## src/bdpc_pkg.sv

```systemverilog
package bdpc_pkg;

  // one poll of the pin
  typedef struct packed {
    logic        pin_level;
    logic [31:0] now_ms;
  } in_item_t;

  // one result per poll
  typedef struct packed {
    logic        event_valid;
    logic [15:0] event_message;
    logic        clean_level;
  } out_item_t;

  // configuration register set
  typedef struct packed {
    logic [15:0] code_base;
    logic        press_level;
    logic [15:0] long_ms;
    logic [15:0] very_long_ms;
  } cfg_t;

  localparam int CfgIndexWidth = 8;

  // register indexes
  localparam logic [CfgIndexWidth-1:0] REG_CODE_BASE    = 8'd0;
  localparam logic [CfgIndexWidth-1:0] REG_PRESS_LEVEL  = 8'd1;
  localparam logic [CfgIndexWidth-1:0] REG_LONG_MS      = 8'd2;
  localparam logic [CfgIndexWidth-1:0] REG_VERY_LONG_MS = 8'd3;

  // register reset values
  localparam logic [15:0] DEFAULT_CODE_BASE    = 16'd0;
  localparam logic        DEFAULT_PRESS_LEVEL  = 1'b1;
  localparam logic [15:0] DEFAULT_LONG_MS      = 16'd1200;
  localparam logic [15:0] DEFAULT_VERY_LONG_MS = 16'd2500;

  // hold phases
  localparam logic [1:0] PHASE_RELEASED  = 2'd0;
  localparam logic [1:0] PHASE_DOWN      = 2'd1;
  localparam logic [1:0] PHASE_LONG      = 2'd2;
  localparam logic [1:0] PHASE_VERY_LONG = 2'd3;

  // event codes, added to code_base
  localparam logic [2:0] CODE_DOWN           = 3'd0;
  localparam logic [2:0] CODE_LONG_DOWN      = 3'd1;
  localparam logic [2:0] CODE_VERY_LONG_DOWN = 3'd2;
  localparam logic [2:0] CODE_UP             = 3'd3;
  localparam logic [2:0] CODE_LONG_UP        = 3'd4;
  localparam logic [2:0] CODE_VERY_LONG_UP   = 3'd5;

endpackage

```

## src/bdpc_cfg.sv

```systemverilog
module bdpc_cfg (
  input  logic                               clk,
  input  logic                               rst,
  input  logic                               wr_en,
  input  logic [bdpc_pkg::CfgIndexWidth-1:0] wr_index,
  input  logic [15:0]                        wr_data,
  output bdpc_pkg::cfg_t                     cfg
);
  import bdpc_pkg::*;

  // register file, unknown indexes are dropped
  always_ff @(posedge clk) begin
    if (rst) begin
      cfg.code_base    <= DEFAULT_CODE_BASE;
      cfg.press_level  <= DEFAULT_PRESS_LEVEL;
      cfg.long_ms      <= DEFAULT_LONG_MS;
      cfg.very_long_ms <= DEFAULT_VERY_LONG_MS;
    end else if (wr_en) begin
      unique case (wr_index)
        REG_CODE_BASE:    cfg.code_base    <= wr_data;
        REG_PRESS_LEVEL:  cfg.press_level  <= wr_data[0];
        REG_LONG_MS:      cfg.long_ms      <= wr_data;
        REG_VERY_LONG_MS: cfg.very_long_ms <= wr_data;
        default: ;
      endcase
    end
  end

endmodule

```

## src/bdpc_core.sv

```systemverilog
module bdpc_core (
  input  logic                clk,
  input  logic                rst,
  input  logic                step,
  input  bdpc_pkg::in_item_t  item,
  input  bdpc_pkg::cfg_t      cfg,
  output bdpc_pkg::out_item_t result
);
  import bdpc_pkg::*;

  logic [1:0]  history;
  logic        stable_level;
  logic [1:0]  phase;
  logic [31:0] press_stamp;

  logic [1:0]  history_next;
  logic        stable_level_next;
  logic [1:0]  phase_next;
  logic [31:0] press_stamp_next;

  logic        ev;
  logic [2:0]  code;
  logic [31:0] elapsed;

  // debounce, press/release and hold promotion for one poll
  always_comb begin
    history_next      = {history[0], item.pin_level};
    stable_level_next = (history[1] == item.pin_level) ? history[1] : stable_level;
    phase_next        = phase;
    press_stamp_next  = press_stamp;
    ev                = 1'b0;
    code              = CODE_DOWN;
    elapsed           = item.now_ms - press_stamp;

    if (stable_level_next != stable_level) begin
      if (stable_level_next != cfg.press_level) begin
        // release, silent if never pressed
        unique case (phase)
          PHASE_DOWN: begin
            ev   = 1'b1;
            code = CODE_UP;
          end
          PHASE_LONG: begin
            ev   = 1'b1;
            code = CODE_LONG_UP;
          end
          PHASE_VERY_LONG: begin
            ev   = 1'b1;
            code = CODE_VERY_LONG_UP;
          end
          default: ;
        endcase
        phase_next = PHASE_RELEASED;
      end else begin
        // press
        press_stamp_next = item.now_ms;
        phase_next       = PHASE_DOWN;
        ev               = 1'b1;
        code             = CODE_DOWN;
      end
    end else if (stable_level == cfg.press_level) begin
      // held: one promotion step at most
      if (phase == PHASE_DOWN && elapsed >= {16'd0, cfg.long_ms}) begin
        phase_next = PHASE_LONG;
        ev         = 1'b1;
        code       = CODE_LONG_DOWN;
      end else if (phase == PHASE_LONG && elapsed >= {16'd0, cfg.very_long_ms}) begin
        phase_next = PHASE_VERY_LONG;
        ev         = 1'b1;
        code       = CODE_VERY_LONG_DOWN;
      end
    end

    result.event_valid   = ev;
    result.event_message = ev ? (cfg.code_base + {13'd0, code}) : 16'd0;
    result.clean_level   = stable_level_next;
  end

  // poll state
  always_ff @(posedge clk) begin
    if (rst) begin
      history      <= 2'b00;
      stable_level <= 1'b0;
      phase        <= PHASE_RELEASED;
      press_stamp  <= 32'd0;
    end else if (step) begin
      history      <= history_next;
      stable_level <= stable_level_next;
      phase        <= phase_next;
      press_stamp  <= press_stamp_next;
    end
  end

endmodule

```

## src/button_debounce_press_classifier_unit.sv

```systemverilog
// a result becomes valid after passing the input register and then the result register
// one poll per cycle while the result side is not stalled
// a stalled result holds back the input register only, never a finished result
// reset (rst, synchronous): clears pipeline valids and debounce state,
// and loads the configuration registers with their defaults
module button_debounce_press_classifier_unit (
  input  logic                               clk,
  input  logic                               rst,
  input  logic                               in_valid,
  output logic                               in_stall,
  input  bdpc_pkg::in_item_t                 in_data,
  output logic                               out_valid,
  input  logic                               out_stall,
  output bdpc_pkg::out_item_t                out_data,
  input  logic                               cfg_valid,
  output logic                               cfg_ready,
  input  logic [bdpc_pkg::CfgIndexWidth-1:0] cfg_index,
  input  logic [15:0]                        cfg_data
);
  import bdpc_pkg::*;

  cfg_t      cfg;
  logic      s1_valid;
  in_item_t  s1_item;
  logic      advance;
  out_item_t result;

  // configuration port never blocks
  assign cfg_ready = 1'b1;

  bdpc_cfg u_cfg (
    .clk      (clk),
    .rst      (rst),
    .wr_en    (cfg_valid && cfg_ready),
    .wr_index (cfg_index),
    .wr_data  (cfg_data),
    .cfg      (cfg)
  );

  // flow control
  assign advance  = s1_valid && (!out_valid || !out_stall);
  assign in_stall = s1_valid && !advance;

  // input register
  always_ff @(posedge clk) begin
    if (rst) begin
      s1_valid <= 1'b0;
    end else if (!in_stall) begin
      s1_valid <= in_valid;
    end
  end

  always_ff @(posedge clk) begin
    if (!in_stall && in_valid) begin
      s1_item <= in_data;
    end
  end

  bdpc_core u_core (
    .clk    (clk),
    .rst    (rst),
    .step   (advance),
    .item   (s1_item),
    .cfg    (cfg),
    .result (result)
  );

  // result register
  always_ff @(posedge clk) begin
    if (rst) begin
      out_valid <= 1'b0;
    end else if (advance) begin
      out_valid <= 1'b1;
    end else if (!out_stall) begin
      out_valid <= 1'b0;
    end
  end

  always_ff @(posedge clk) begin
    if (advance) begin
      out_data <= result;
    end
  end

endmodule

```

## config.mk

```make
export PLATFORM = sky130hd
export DESIGN_NAME = button_debounce_press_classifier_unit
export DESIGN_NICKNAME = d
export VERILOG_FILES = /design/src/bdpc_pkg.sv /design/src/bdpc_cfg.sv /design/src/bdpc_core.sv /design/src/button_debounce_press_classifier_unit.sv
export SDC_FILE = /design/constraint.sdc
export NUM_CORES = 1
export LEC_CHECK = 0
export BUFFER_PORTS_ARGS = -buffer_cell sky130_fd_sc_hd__buf_2
export CAP_MARGIN = 40
export CORE_AREA = 8 8 180 182
export DETAILED_ROUTE_END_ITERATION = 8
export DIE_AREA = 0 0 188 190
export SETUP_SLACK_MARGIN = 0.1
export SYNTH_ARGS = -nofsm -noshare
export SYNTH_HDL_FRONTEND = slang
export SYNTH_HIERARCHICAL = 1
export SYNTH_SLANG_ARGS = --single-unit
```

## constraint.sdc

```tcl
create_clock -name clk -period 4.4 [get_ports clk]
set_input_delay 0.44 -clock clk [delete_from_list [all_inputs] [get_ports clk]]
set_output_delay 0.44 -clock clk [all_outputs]
set_load 0.05 [all_outputs]
```

; ---- After elaboration in Yosys (flattened, before gate mapping)
; Cells that the tools add are included.
[op_classes]
n_lt_le_gt_ge = 2
reduce_logical = 20
n_eq_ne = 11
bitwise = 1
n_addsub = 2
mux = 20
[op_table]
columns = op, n
row1 = 32-bit by 16-bit greater-or-equal comparator with 1-bit output, 2
row2 = 32-bit subtractor, 1
row3 = 16-bit by 3-bit adder with 16-bit output, 1
row4 = 8-bit by 2-bit equality test with 1-bit output (second input constant), 2
row5 = 3-bit 2-to-1 mux, 4
row6 = 1-bit 2-to-1 mux, 10
row7 = 2-bit 2-to-1 mux, 5
row8 = 3-bit one-hot mux with 3 select lines, 1
row9 = 8-bit by 1-bit equality test with 1-bit output (second input constant), 1
row10 = 8-bit zero test, 1
row11 = 2-bit AND reduction, 4
row12 = 3-bit AND reduction, 2
row13 = 1-bit logical AND, 5
row14 = 2-bit equality test (second input constant), 2
row15 = 1-bit zero test, 4
row16 = 3-bit nonzero test, 1
row17 = 3-bit OR reduction, 1
row18 = 1-bit equality test, 2
row19 = 2-bit by 1-bit equality test with 1-bit output (second input constant), 1
row20 = 1-bit != test, 2
row21 = 2-bit by 1-bit != test with 1-bit output (second input constant), 1
row22 = 2-bit nonzero test, 1
row23 = 1-bit logical OR, 1
row24 = 1-bit inverter, 1
[totals]
register_bits = 139
in_bits = 62
out_inout_bits = 21
wordCells = 71

; ---- Depth between registers and ports, before layout
; Gate-level depths: netlist (run 1).
[depth]
depth_word = 8
ltp_mapped = 29
depth_no_buf = 29

; ---- Cells and area by module
; The synthesis (run 1) kept the hierarchy.
[modules_own_cells]
columns = module, area_each_um2, seq_area_each_um2, n_inst, cells_per_inst
row1 = bdpc_core, 4754.6, 740.7, 1, 654
row2 = bdpc_cfg, 2070.7, 980.9, 1, 191
row3 = button_debounce_press_classifier_unit, 1629.1, 1571.5, 1, 63

; ---- Worst setup path before layout (run 1)
; OpenSTA, ideal clock, no wires.
[synth_path]
path_kind = reg-to-reg
start = register s1_item[4] (netlist name)
end = register out_data[15] (netlist name) (data pin)
required_ns = 4.129
path_slack_ns = -0.435
setup_time_ns = 0.271
stages_incl_launch_ff = 27
t_arrival_ns = 4.564
period_less_slack_ns = 4.835
path_buffers = 0
path_cell_list = edfxtp_1 > ha_1 > a21o_1 > a31o_1 > nor2_1 > o21ai_0 > xor2_1 > ha_1 > nand4_1 > o31ai_1 > nand3_1 > a21boi_0 > o211ai_1 > and4_4 > a211o_4 > o21ai_0 > nand2_1 > o211ai_1 > ha_1 > inv_1 > fa_1 > inv_1 > a21o_1 > nand3_1 > nor2_1 > xnor2_1 > a21oi_2
[synth_via]
elab_chain_len = 8
word_cells_on_any_way = 14
cone_classes = add/sub: 2 / order compare: 2 / mux: 8 / reduce/logical: 2
[synth_lines]
columns = element, line
row1 = start: declaration, button_debounce_press_classifier_unit.sv:24  ; in_item_t s1_item;
row2 = start signal: assignment, button_debounce_press_classifier_unit.sv:55  ; s1_item <= in_data;
row3 = 32-bit subtractor *, bdpc_core.sv:33  ; elapsed = item.now_ms - press_stamp;
row4 = 32-bit by 16-bit greater-or-equal comparator with 1-bit output, bdpc_core.sv:67  ; end else if (phase == PHASE_LONG && elapsed >= {16'd0, cfg.very_long_ms}) begin
row5 = 1-bit logical AND, bdpc_core.sv:67
row6 = 2-bit 2-to-1 mux, bdpc_core.sv:67
row7 = 3-bit 2-to-1 mux, bdpc_core.sv:63  ; if (phase == PHASE_DOWN && elapsed >= {16'd0, cfg.long_ms}) begin
row8 = 3-bit 2-to-1 mux, bdpc_core.sv:61  ; end else if (stable_level == cfg.press_level) begin
row9 = 3-bit 2-to-1 mux, bdpc_core.sv:35  ; if (stable_level_next != stable_level) begin
row10 = 16-bit by 3-bit adder with 16-bit output, bdpc_core.sv:75  ; result.event_message = ev ? (cfg.code_base + {13'd0, code}) : 16'd0;
row11 = end signal: assignment, button_debounce_press_classifier_unit.sv:81  ; out_data <= result;
row12 = end: declaration, button_debounce_press_classifier_unit.sv:14  ; output bdpc_pkg::out_item_t out_data,
; Every way passes the cells marked *; elsewhere a longest branch is shown, timed or not.
; A chain may end at the register's enable or synchronous reset.

; ---- Worst setup path after layout (run 1)
[layout_path]
start = register s1_item[0] (netlist name)
end = register out_data[14] (netlist name) (data pin)
; Same word-level chain as after synthesis.

==> results of run 1 <==
[metrics by stage]
| step | power, mW | utilization (%) |
|---|---|---|
| 2_1_floorplan | 1.672 | - |
| 3_3_place_gp | 1.862 | 34.47 |
| 3_5_place_dp | 1.869 | 34.58 |
| 4_1_cts | 3.311 | 37.24 |
| 5_1_grt | 3.438 | 37.83 |
| 6_report | 3.290 | 37.83 |
[registers in the layout (all words and copies together), names as in the netlist]
| name | flops |
|---|---|
| out_data | 18 |
| u_core/phase | 2 |
| u_core/stable_level | 1 |
| s1_valid | 1 |
| out_valid | 1 |
| u_core/press_stamp | 32 |
| s1_item | 33 |
| u_cfg/cfg | 49 |
| u_core/history | 2 |
[power by group]
| part | internal, mW | switching (mW) |
|---|---|---|
| combinational | 0.247 | 0.262 |
| clock | 0.751 | 0.653 |
| sequential | 1.36 | 0.0165 |
[cells by family (layout without fill, tap and decap cells)]
group                    Yosys count  count (layout)  share of synthesized area, %
buffers and inverters            115             330                         6.393
AO/OA/AOI/OAI                    201             201                         16.35
flip-flops                       139             139                         38.95
XOR/XNOR                          40              40                         4.144
AND/OR/NAND/NOR                  290             290                         17.42
multiplexers                      54              54                         6.453
adder cells (fa/ha/maj)           68              68                         10.24
other                              1               1                       0.04436
[final cells by class]
type                       instances  area, um2
timing repair buffer             221       1496
fill                            2910      18280
tap                              390      488.0
clock inverter                    15      143.9
inverter                          77      289.0
sequential                       139       3294
multi-input combinational        654       4985
clock buffer                      17      425.4
[worst paths after layout]
kind                                             start                      to  slack [ns]
worst min register to register  u_core/press_stamp[11]  u_core/press_stamp[11]        0.45
worst max register to register              s1_item[0]            out_data[14]       -0.39
worst max-delay path                        s1_item[0]            out_data[14]       -0.39
worst min-delay path                       in_data[22]             s1_item[22]        0.18
[Yosys cell counts, drive strengths merged, types with 5 or more instances]
cell / number / area [um2]
o21ai: 26 / 133.9
a21o: 20 / 152.7
and3: 5 / 31.28
o21a: 7 / 52.55
buf: 16 / 162.6
o2111ai: 5 / 43.79
nor2b: 5 / 31.28
inv: 77 / 289.0
mux2i: 53 / 530.5
and2: 5 / 35.04
clkbuf: 21 / 78.83
ha: 66 / 825.8
nor3: 10 / 60.06
nand3: 16 / 90.09
xor2: 21 / 183.9
o211ai: 5 / 37.54
a21oi: 93 / 514.2
xnor2: 19 / 166.4
nand4: 10 / 77.57
a21boi: 5 / 37.53
edfxtp: 51 / 1531
nand2b: 60 / 375.4
nor2: 55 / 206.5
dfxtp: 88 / 1762
a221oi: 6 / 76.32
nand2: 107 / 404.1
[repair_timing]
| item | CTS | global route |
|---|---|---|
| resized for setup | 25 | 25 |
| hold buffers | 0 | 0 |
| setup endpoints to repair | 16 | 18 |
| endpoints found under the hold margin | 0 | 0 |
| pin swaps | 36 | 19 |
| setup buffers | 7 | 5 |
[worst max-delay path: stages (launching register included)]
cell and delay, ns:
edfxtp_1 0.34, inv_1 0.05, ha_2 0.19, fa_2 0.37, nor2b_4 0.16, o2111ai_4 0.14
buf_4 0.17, a211oi_4 0.22, nor2_2 0.07, xnor2_2 0.21, ha_1 0.27, and4_2 0.26
a221oi_2 0.24, and4_4 0.28, nand2_2 0.06, a32o_1 0.26, nand3_1 0.07, o211ai_1 0.10
ha_2 0.21, a21o_1 0.17, a21oi_2 0.18, buf_4 0.14, nor2_2 0.05, nand3_1 0.09
xor2_1 0.19, a21oi_2 0.04
[per-layer routing]
layer  share of wire, %  track usage [%]
met1                 48            15.01
met2                 48            20.56
met3                2.8            2.453
met4               0.97            3.485
met5               0.11                0
==> qor.yml, run 1 <==
global_route:
  track_usage_pct: 11.99
  grt_pass1_vias: 7188
  grt_pass1_wl_um: 35430
  overflow: 0
  grt_max_degree: 50
  antenna_found_initial: 2
synthesis:
  syn_nets: 1038
  ys_seq_area_share_pct: 38.95
  postSynthCellCount: 908
  synth_ff_type: "dfxtp_1"
  async_reset_ff_share_pct: 0
  netlist_area_um2: 8454
  synth.ff_latch_count: 139
  ys_types: 86
  synth_enable_flop_cells: 51
  avgSynthCellArea_um2: 9.311
  ys_warn_count: 6
min_path:
  hold_class: "primary input to flop"
  holdPathStages: 1
clock_network:
  clock_sinks: 139
  clock_latency_ns: 0.43
  cts_tree: "yes"
  numCtsBuffers: 17
  clk_pin_slew_ns: 0.07
  cts_max_level: 4
  root_buffer: "clkbuf_16"
  cts_max_path_buffers: 2
worst_setup_path:
  worstPathRequired_ns: 4.58
  ff2ff_path_depth: 25
  crit_arrival_ns: 4.97
  startpoint_type: "flop"
  end_kind: "flop"
  crit_path_max_fanout: 4
  crit_type: "flop to flop"
floorplan:
  fp.coreArea_um2: 29400
  row_count: 63
  io_pins: 83
  initial_core_util_pct: 28.75
  fp.dieW_um: 188
  die_y_um: 190
  die_area_um2: 35720
sta:
  max_slew_margin_pct: 56.64
  timing.fmax_mhz: 208.9
  setup_viol: 15
  timing.hold.ws_ns: 0.1846
  hold_viol: 0
  finalCriticalPeriod_ns: 4.788
  finalCritPeriodShare_pct: 108.8
  worst_pin_slew_ns: 0.6504
  maxSlewViolCount: 0
  rsz0062_at_grt: "yes"
  tns_ns: -4.565
  fin_skew_ns: 0.01503
  fin_ws_ns: -0.3876
cells_and_area:
  final_common_cell: "buf_4"
  layout-drive-gt1-share_pct: 31.52
  area_growth_pct: 31.55
  final_area_um2: 11120
  layout_common_cells: "135 x buf_4, 104 x nand2_1, 87 x dfxtp_1"
  antennaDiodeCount: 0
  nets: 1240
  final_cells: 1513
drt:
  vias: 6932
  detail-route-antenna-nets: 0
  drt-pass1-iter-count: 5
  viasPerCell: 4.582
  wl_um: 21360
  drc: 0
  drt_iter0_markers: 289
  wl_per_cell_um: 14.12
place:
  hpwl_um: 16190
  dpl_cell_area_um2: 10170
  place_ws_ns: -0.6241
  gp_congestion: 0.8724
  dp.cells: 1469
  portBuffers: 81
power_and_ir_drop:
  ir_drop_mv: 0.2235
  power_density_nw_per_um2: 295.8
  leakagePower_nw: 4.543
status:
  violations: "negative setup slack"
  status: "complete, but fails checks"
flow_run:
  maxCapViolations: 0
No activity file was read; power rests on OpenSTA's default activity.
==> inputs of run 2 (changes only) <==
- ABC_AREA: not set -> 1
- CORE_AREA: 8 8 180 182 -> 8 8 185 187
- DIE_AREA: 0 0 188 190 -> 0 0 193 195
==> run 2 against run 1 <==
First-iteration DRC count grew 82%; worst setup slack lost 0.046 ns; the flow still finishes with violations (negative setup slack); critical path type unchanged; clock power is essentially flat; critical path depth grew 11; clock skew shrank 0.0061 ns; global-route usage grew 1.6 points.
==> qor.yml, run 2 <==
sta:
  hold_viol: 0  # unchanged
  timing.hold.ws_ns: 0.1803  # -0.004355 ns
  rsz0062_at_grt: "yes"
  finalCritPeriodShare_pct: 109.8  # +1.0 points
  fin_ws_ns: -0.4333  # -0.04568 ns
  timing.fmax_mhz: 206.9  # -0.95%
  fin_skew_ns: 0.008899  # -0.006136 ns
  worst_pin_slew_ns: 0.8576  # +0.2072 ns
  max_slew_margin_pct: 42.83  # -14 points
  setup_viol: 19  # +4
  maxSlewViolCount: 0  # unchanged
  finalCriticalPeriod_ns: 4.833  # +0.04568 ns
clock_network:
  cts_tree: "yes"
  numCtsBuffers: 17  # unchanged
  cts_max_path_buffers: 2  # unchanged
  cts_hold_buf: 0  # unchanged
  clock_sinks: 139  # unchanged
  clock_latency_ns: 0.43  # about the same
  root_buffer: "clkbuf_16"
  cts_max_level: 4  # unchanged
  clk_pin_slew_ns: 0.07  # about the same
global_route:
  antenna_found_initial: 0  # -2
  overflow: 0  # unchanged
  track_usage_pct: 13.55  # +1.6 points
  grt_pass1_vias: 8463  # +18%
  grt_max_degree: 62  # +24%
  grt_pass1_wl_um: 41190  # +16%
place:
  gp_congestion: 0.8367  # -4.1%
  dp.cells: 1813  # +23%
  hpwl_um: 18440  # +14%
  portBuffers: 81  # unchanged
worst_setup_path:
  worstPathRequired_ns: 4.68  # +0.10 ns
  cp_top_family: "buffers and inverters"
  crit_top_cell: "buf_6"
  crit_arrival_ns: 5.12  # +0.15 ns
  r2r_slack_ns: -0.43  # -0.05 ns
  slowest_stage: "edfxtp_1"
  cp_slowest_stage_delay_ns: 0.45  # +0.08 ns
  path_buf_inv: 19  # +16
  startpoint_type: "flop"
  crit_type: "flop to flop"
  crit_path_max_fanout: 6  # +2
  end_kind: "flop"
floorplan:
  row_count: 65  # +3.2%
  die_y_um: 195  # +2.6%
  fp.dieW_um: 193  # +2.7%
  die_area_um2: 37640  # +5.4%
  fp.coreArea_um2: 31230  # +6.2%
  io_pins: 83  # unchanged
  initial_core_util_pct: 28.70  # -0.052 points
synthesis:
  ys_top_cells_by_count: "330 x nand2_1, 226 x inv_1, 131 x nor2_1, 103 x a21oi_1, 93 x nand3_1"
  synth.ff_latch_count: 139  # unchanged
  async_reset_ff_share_pct: 0  # unchanged
  ys_warn_count: 6  # unchanged
  avgSynthCellArea_um2: 7.052  # -24%
  ys_types: 40  # -53%
  synth_top_area_share_pct: 19.65  # -1.2 points
  synth_largest_area_cell: "dfxtp_1"
  synth.most_common_cell: "nand2_1"
  synth_enable_flop_cells: 51  # unchanged
  ys_seq_area_share_pct: 36.74  # -2.2 points
  netlist_area_um2: 8964  # +6.0%
  syn_nets: 1401  # +35%
  ys_top_cells_by_area: "dfxtp_1 20%, edfxtp_1 17%, nand2_1 14%"
  postSynthCellCount: 1271  # +40%
  synth_ff_type: "dfxtp_1"
drt:
  drt_iter0_markers: 525  # +82%
  detail-route-antenna-nets: 0  # unchanged
  drc: 0  # unchanged
  drt-pass1-iter-count: 5  # unchanged
  viasPerCell: 4.487  # -2.1%
  vias: 8579  # +24%
  wl_per_cell_um: 13.34  # -5.5%
  wl_um: 25510  # +19%
cells_and_area:
  area_growth_pct: 37.21
  utilization_pct: 39.38  # +1.6 points
  layout-drive-gt1-share_pct: 28.48  # -3.0 points
  largest_register_ffs: 49  # unchanged
  final_cells: 1912  # +26%
  final_common_cell: "nand2_1"
  regMostFlops: "u_cfg/cfg"
  largestRegisters: "u_cfg/cfg x49, s1_item x33, u_core/press_stamp x32"
  antennaDiodeCount: 0  # unchanged
  nets: 1627  # +31%
  n_fill_cell: 3209  # +10%
  layout_common_cells: "300 x nand2_1, 216 x inv_1, 130 x buf_4"
status:
  violations: "negative setup slack"
  status: "complete, but fails checks"
min_path:
  hold_class: "primary input to flop"
power_and_ir_drop:
  power_density_nw_per_um2: 286.5  # -3.1%
  leakagePower_nw: 5.779  # +27%
  ir_drop_mv: 0.2664  # +19%
flow_run:
  maxCapViolations: 0  # unchanged
[run 2: cell types whose count changed in the layout (fill, tap and decap cells not counted), moves of 13 or more]
cell,before,now
a21oi_1,74,97
inv_1,75,216
nand2_2,3,31
nor2_1,49,116
ha_4,7,20
a21o_1,17,0
nand3_1,13,87
o21ai_0,16,37
nand2b_1,60,0
nand2_1,104,300
nor2_2,4,22
buf_6,2,27
mux2i_1,53,0
[run 2: metrics by stage]
stage | power (mW) | setup TNS, ns | setup WS (ns) | cell area (um2)
after floorplan | 1.781 | 0 | 0.07211 | 8977
after global placement | 1.980 | -2.898 | -0.4995 | 10310
after detailed placement | 1.992 | -3.237 | -0.5430 | 10370
after CTS | 3.499 | -1.730 | -0.2742 | 11850
after global routing | 3.712 | -12.53 | -0.7842 | 12300
final | 3.523 | -7.183 | -0.4333 | 12300
[run 2: power by group]
part	internal (mW)	switching (mW)	total (mW)	leakage [nW]
Clock	0.788	0.622	1.41	0.264
Combinational	0.314	0.415	0.728	4.31
Sequential	1.37	0.0191	1.38	1.21
Total	2.47	1.06	3.52	5.78
[run 2: cell type report]
cell class / instances / area, um2 / share of cell area (%)
inverters: 229 / 864.6 / 7.029
clock inverters: 14 / 132.6 / 1.078
repair buffers: 243 / 1788 / 14.54
clock buffers: 18 / 429.2 / 3.489
flip-flops and latches: 139 / 3293 / 26.78
multi-input cells: 867 / 5289 / 43.00
well taps: 402 / 503.0 / 4.090
[run 2: what timing repair did]
item / in CTS / in global routing
resized for setup: 84 / 90
buffers inserted: 61 / 13
setup endpoints to repair: 11 / 19
pin swaps: 51 / 64
cloned: 0 / 1
[run 2: final timing paths]
check / to / from / cells after the start
setup reg to reg: out_data[14] / s1_item[1] / 36
hold reg to reg: u_core/press_stamp[30] / u_core/press_stamp[30] / 2
hold / removal: s1_item[3] / in_data[3] / 1
setup / recovery: out_data[14] / s1_item[1] / 36
[run 2: cell families (layout without fill, tap and decap cells)]
| group | count (synthesis) | count (layout) | synth area share (%) |
|---|---|---|---|
| and+or+nand+nor | 617 | 617 | 29.55 |
| xor gates and xnor gates | 24 | 24 | 2.345 |
| AOI/OAI and AO/OA | 157 | 157 | 9.087 |
| adders and majority gates | 68 | 68 | 9.659 |
| other | 1 | 1 | 0.04184 |
| DFF | 139 | 139 | 36.74 |
| buffers and inverters | 265 | 504 | 12.58 |
[run 2: layer usage]
layer	vias up	global-route usage [%]	wire, um	part of all wire (%)
met2	149	22.84	12490	49
li1	4456	-	-	-
met5	-	0	0	0
met4	0	5.272	569	2.2
met3	32	2.602	1119	4.4
met1	3942	16.77	11340	44
==> inputs of run 3 (changes only) <==
- CELL_PAD_IN_SITES_DETAIL_PLACEMENT: not set -> 1
- CELL_PAD_IN_SITES_GLOBAL_PLACEMENT: not set -> 1
- PLACE_DENSITY_LB_ADDON: not set -> 0.1
==> run 3 against run 2 <==
Highest routed layer unchanged; critical path depth increased by 1; clock skew rose by 0.0017 ns; the run still ends with negative setup slack left; routed wire length rose by 8.0%.
==> qor.yml, run 3 (synthesis gave the netlist of run 2 again) <==
cells_and_area:
  layout-drive-gt1-share_pct: 25.87  # -2.6 points
  final_cells: 1863  # -2.6%
  final_common_cell: "nand2_1"
  layout_common_cells: "298 x nand2_1, 214 x inv_1, 114 x nor2_1"
  largest_register_ffs: 49  # unchanged
  area_growth_pct: 31.10
  nets: 1578  # -3.0%
  utilization_pct: 37.63  # -1.8 points
  largestRegisters: "u_cfg/cfg x49, s1_item x33, u_core/press_stamp x32"
  antennaDiodeCount: 0  # unchanged
  regMostFlops: "u_cfg/cfg"
global_route:
  busiest_layer: "met2"
  grt_pass1_vias: 8601  # +1.6%
  grt_util_met2_pct: 24.18  # +1.3 points
  track_usage_pct: 14.97  # +1.4 points
  grt_max_degree: 62  # unchanged
  met3_usage_pct: 3.047  # +0.45 points
  antenna_found_initial: 0  # unchanged
  overflow: 0  # unchanged
  grtUsageMet1_pct: 20.21  # +3.4 points
  grt_pass1_wl_um: 44490  # +8.0%
floorplan:
  die_y_um: 195  # unchanged
  io_pins: 83  # unchanged
  die_area_um2: 37640  # unchanged
  fp.dieW_um: 193  # unchanged
  row_count: 65  # unchanged
  initial_core_util_pct: 28.70  # unchanged
  fp.coreArea_um2: 31230  # unchanged
min_path:
  hold_path_end: "s1_item[26]"
  hold_class: "primary input to flop"
  holdPathStages: 1  # unchanged
  hold_start: "in_data[26]"
place:
  gp_congestion: 0.7773  # -7.1%
  dp.cells: 1809  # -0.22%
  place_ws_ns: -0.6398  # -0.09679 ns
  hpwl_um: 21330  # +16%
  portBuffers: 81  # unchanged
clock_network:
  cts_max_level: 4  # unchanged
  clock_latency_ns: 0.44  # about the same
  clock_sinks: 139  # unchanged
  numCtsBuffers: 17  # unchanged
  cts_max_path_buffers: 2  # unchanged
  root_buffer: "clkbuf_16"
  cts_tree: "yes"
  clk_pin_slew_ns: 0.07  # about the same
status:
  status: "complete, but fails checks"
  violations: "negative setup slack"
power_and_ir_drop:
  leakagePower_nw: 5.532  # -4.3%
  switchingPower_mw: 1.025  # -2.9%
  sw_frac_of_total_pct: 28.68  # -1.3 points
  power_frac_seq_pct: 38.7  # -0.6 points
  ir_drop_mv: 0.2810  # +5.5%
  p_clk_share_pct: 41.8  # +1.8 points
  share_comb_of_total_power_pct: 19.5  # -1.2 points
  power_density_nw_per_um2: 304.2  # +6.2%
  internal-power_mw: 2.549  # +3.3%
worst_setup_path:
  crit_type: "flop to flop"
  crit_path_max_fanout: 3  # -3
  r2r_slack_ns: -0.28  # +0.15 ns
  startpoint_type: "flop"
  end_kind: "flop"
  cp_slowest_stage_delay_ns: 0.44  # about the same
  reg2reg_to: "out_data[15]"
  reg2reg_from: "s1_item[6]"
  ff2ff_path_depth: 37  # +2.8%
  crit_top_cell: "nor2_2"
  critical_path.startpoint: "s1_item[6]"
  slowest_stage: "edfxtp_1"
  worstPathRequired_ns: 4.59  # -0.09 ns
  crit_arrival_ns: 4.87  # -0.25 ns
sta:
  setup_viol: 7  # -12
  rsz0062_at_grt: "yes"
  finalCriticalPeriod_ns: 4.684  # -0.1492 ns
  worst_pin_slew_ns: 0.8419  # -0.01569 ns
  maxSlewViolCount: 0  # unchanged
  hold_viol: 0  # unchanged
  tns_ns: -1.272  # +5.911 ns
  fin_ws_ns: -0.2841  # +0.1492 ns
  fin_skew_ns: 0.01062  # +0.001720 ns
  max_slew_margin_pct: 43.88  # +1.0 points
  finalCritPeriodShare_pct: 106.5  # -3.4 points
  timing.fmax_mhz: 213.5  # +3.2%
drt:
  vias: 8291  # -3.4%
  wl_per_cell_um: 14.79  # +11%
  drt-pass1-iter-count: 4  # -1
  drt_iter0_markers: 334  # -36%
  wl_um: 27550  # +8.0%
  drc: 0  # unchanged
  detail-route-antenna-nets: 0  # unchanged
  viasPerCell: 4.450  # -0.82%
flow_run:
  maxCapViolations: 0  # unchanged
## run 3: cell types whose count changed in the layout (fill, tap and decap cells not counted), moves of 4 or more
cell        previous run  this run
buf_6                 27         4
ha_4                  20        16
nor2_4                13         6
buf_4                130       107
clkinvlp_4             4         0
ha_2                   1         5
inv_6                  6         2
nor2_2                22        31
nand2_4                8        12
## run 3: cell type report
cell class                 instances  area [um2]
timing repair buffer             194        1294
clock buffer                      21       514.2
inverter                         229       862.1
tap                              402       503.0
clock inverter                    11       101.3
multi-input combinational        867        5184
fill                            3888       19480
sequential                       139        3293
## run 3: critical path, delay by kind of cell, from the launching register on
kind | cells | cell delay [ns]
buf+inv | 7 | 0.46
compound gates | 2 | 0.20
xor+xnor | 2 | 0.38
fa+ha+maj | 4 | 1.10
simple gates | 22 | 1.84
flops | 1 | 0.44
## run 3: layer usage
layer,wire length (um),vias up
met3,787,9
met5,0,-
met2,12940,69
li1,-,4346
met4,199,0
met1,13620,3867
## run 3: per-stage QoR
| step | total power, mW | hold WS [ns] | instance area, um2 |
|---|---|---|---|
| after global placement | 2.002 | 0.4431 | 10300 |
| after detailed placement | 2.013 | 0.4481 | 10300 |
| after global routing | 3.780 | 0.1336 | 11750 |
| final | 3.575 | 0.1693 | 11750 |
| after floorplan | 1.781 | 0.4289 | 8977 |
| after CTS | 3.564 | 0.1396 | 11140 |
## run 3: worst max path at each step
stage,slack [ns],cells after the start,to
6_report,-0.28,37,out_data[15]
5_1_grt,-0.65,36,out_data[15]
4_1_cts,-0.34,37,out_data[15]
3_5_place_dp,-0.64,35,out_data[15]
3_3_place_gp,-0.53,35,out_data[15]
2_1_floorplan,0.07,35,out_data[15]
## run 3: power groups by stage
stage                     clock network, mW  registers [mW]  logic [mW]
final                                  1.49            1.39       0.696
after global routing                   1.61            1.39       0.783
after CTS                              1.55            1.38       0.630
after detailed placement                  0            1.41       0.603
after global placement                    0            1.41       0.593
after floorplan                           0            1.43       0.354
## run 3: repair_timing
item                                    CTS  global route
buffers inserted                          9            13
hold buffers                              0             0
endpoints found under the setup margin   12            13
pin swaps                                10            52
resized for setup                        37           102
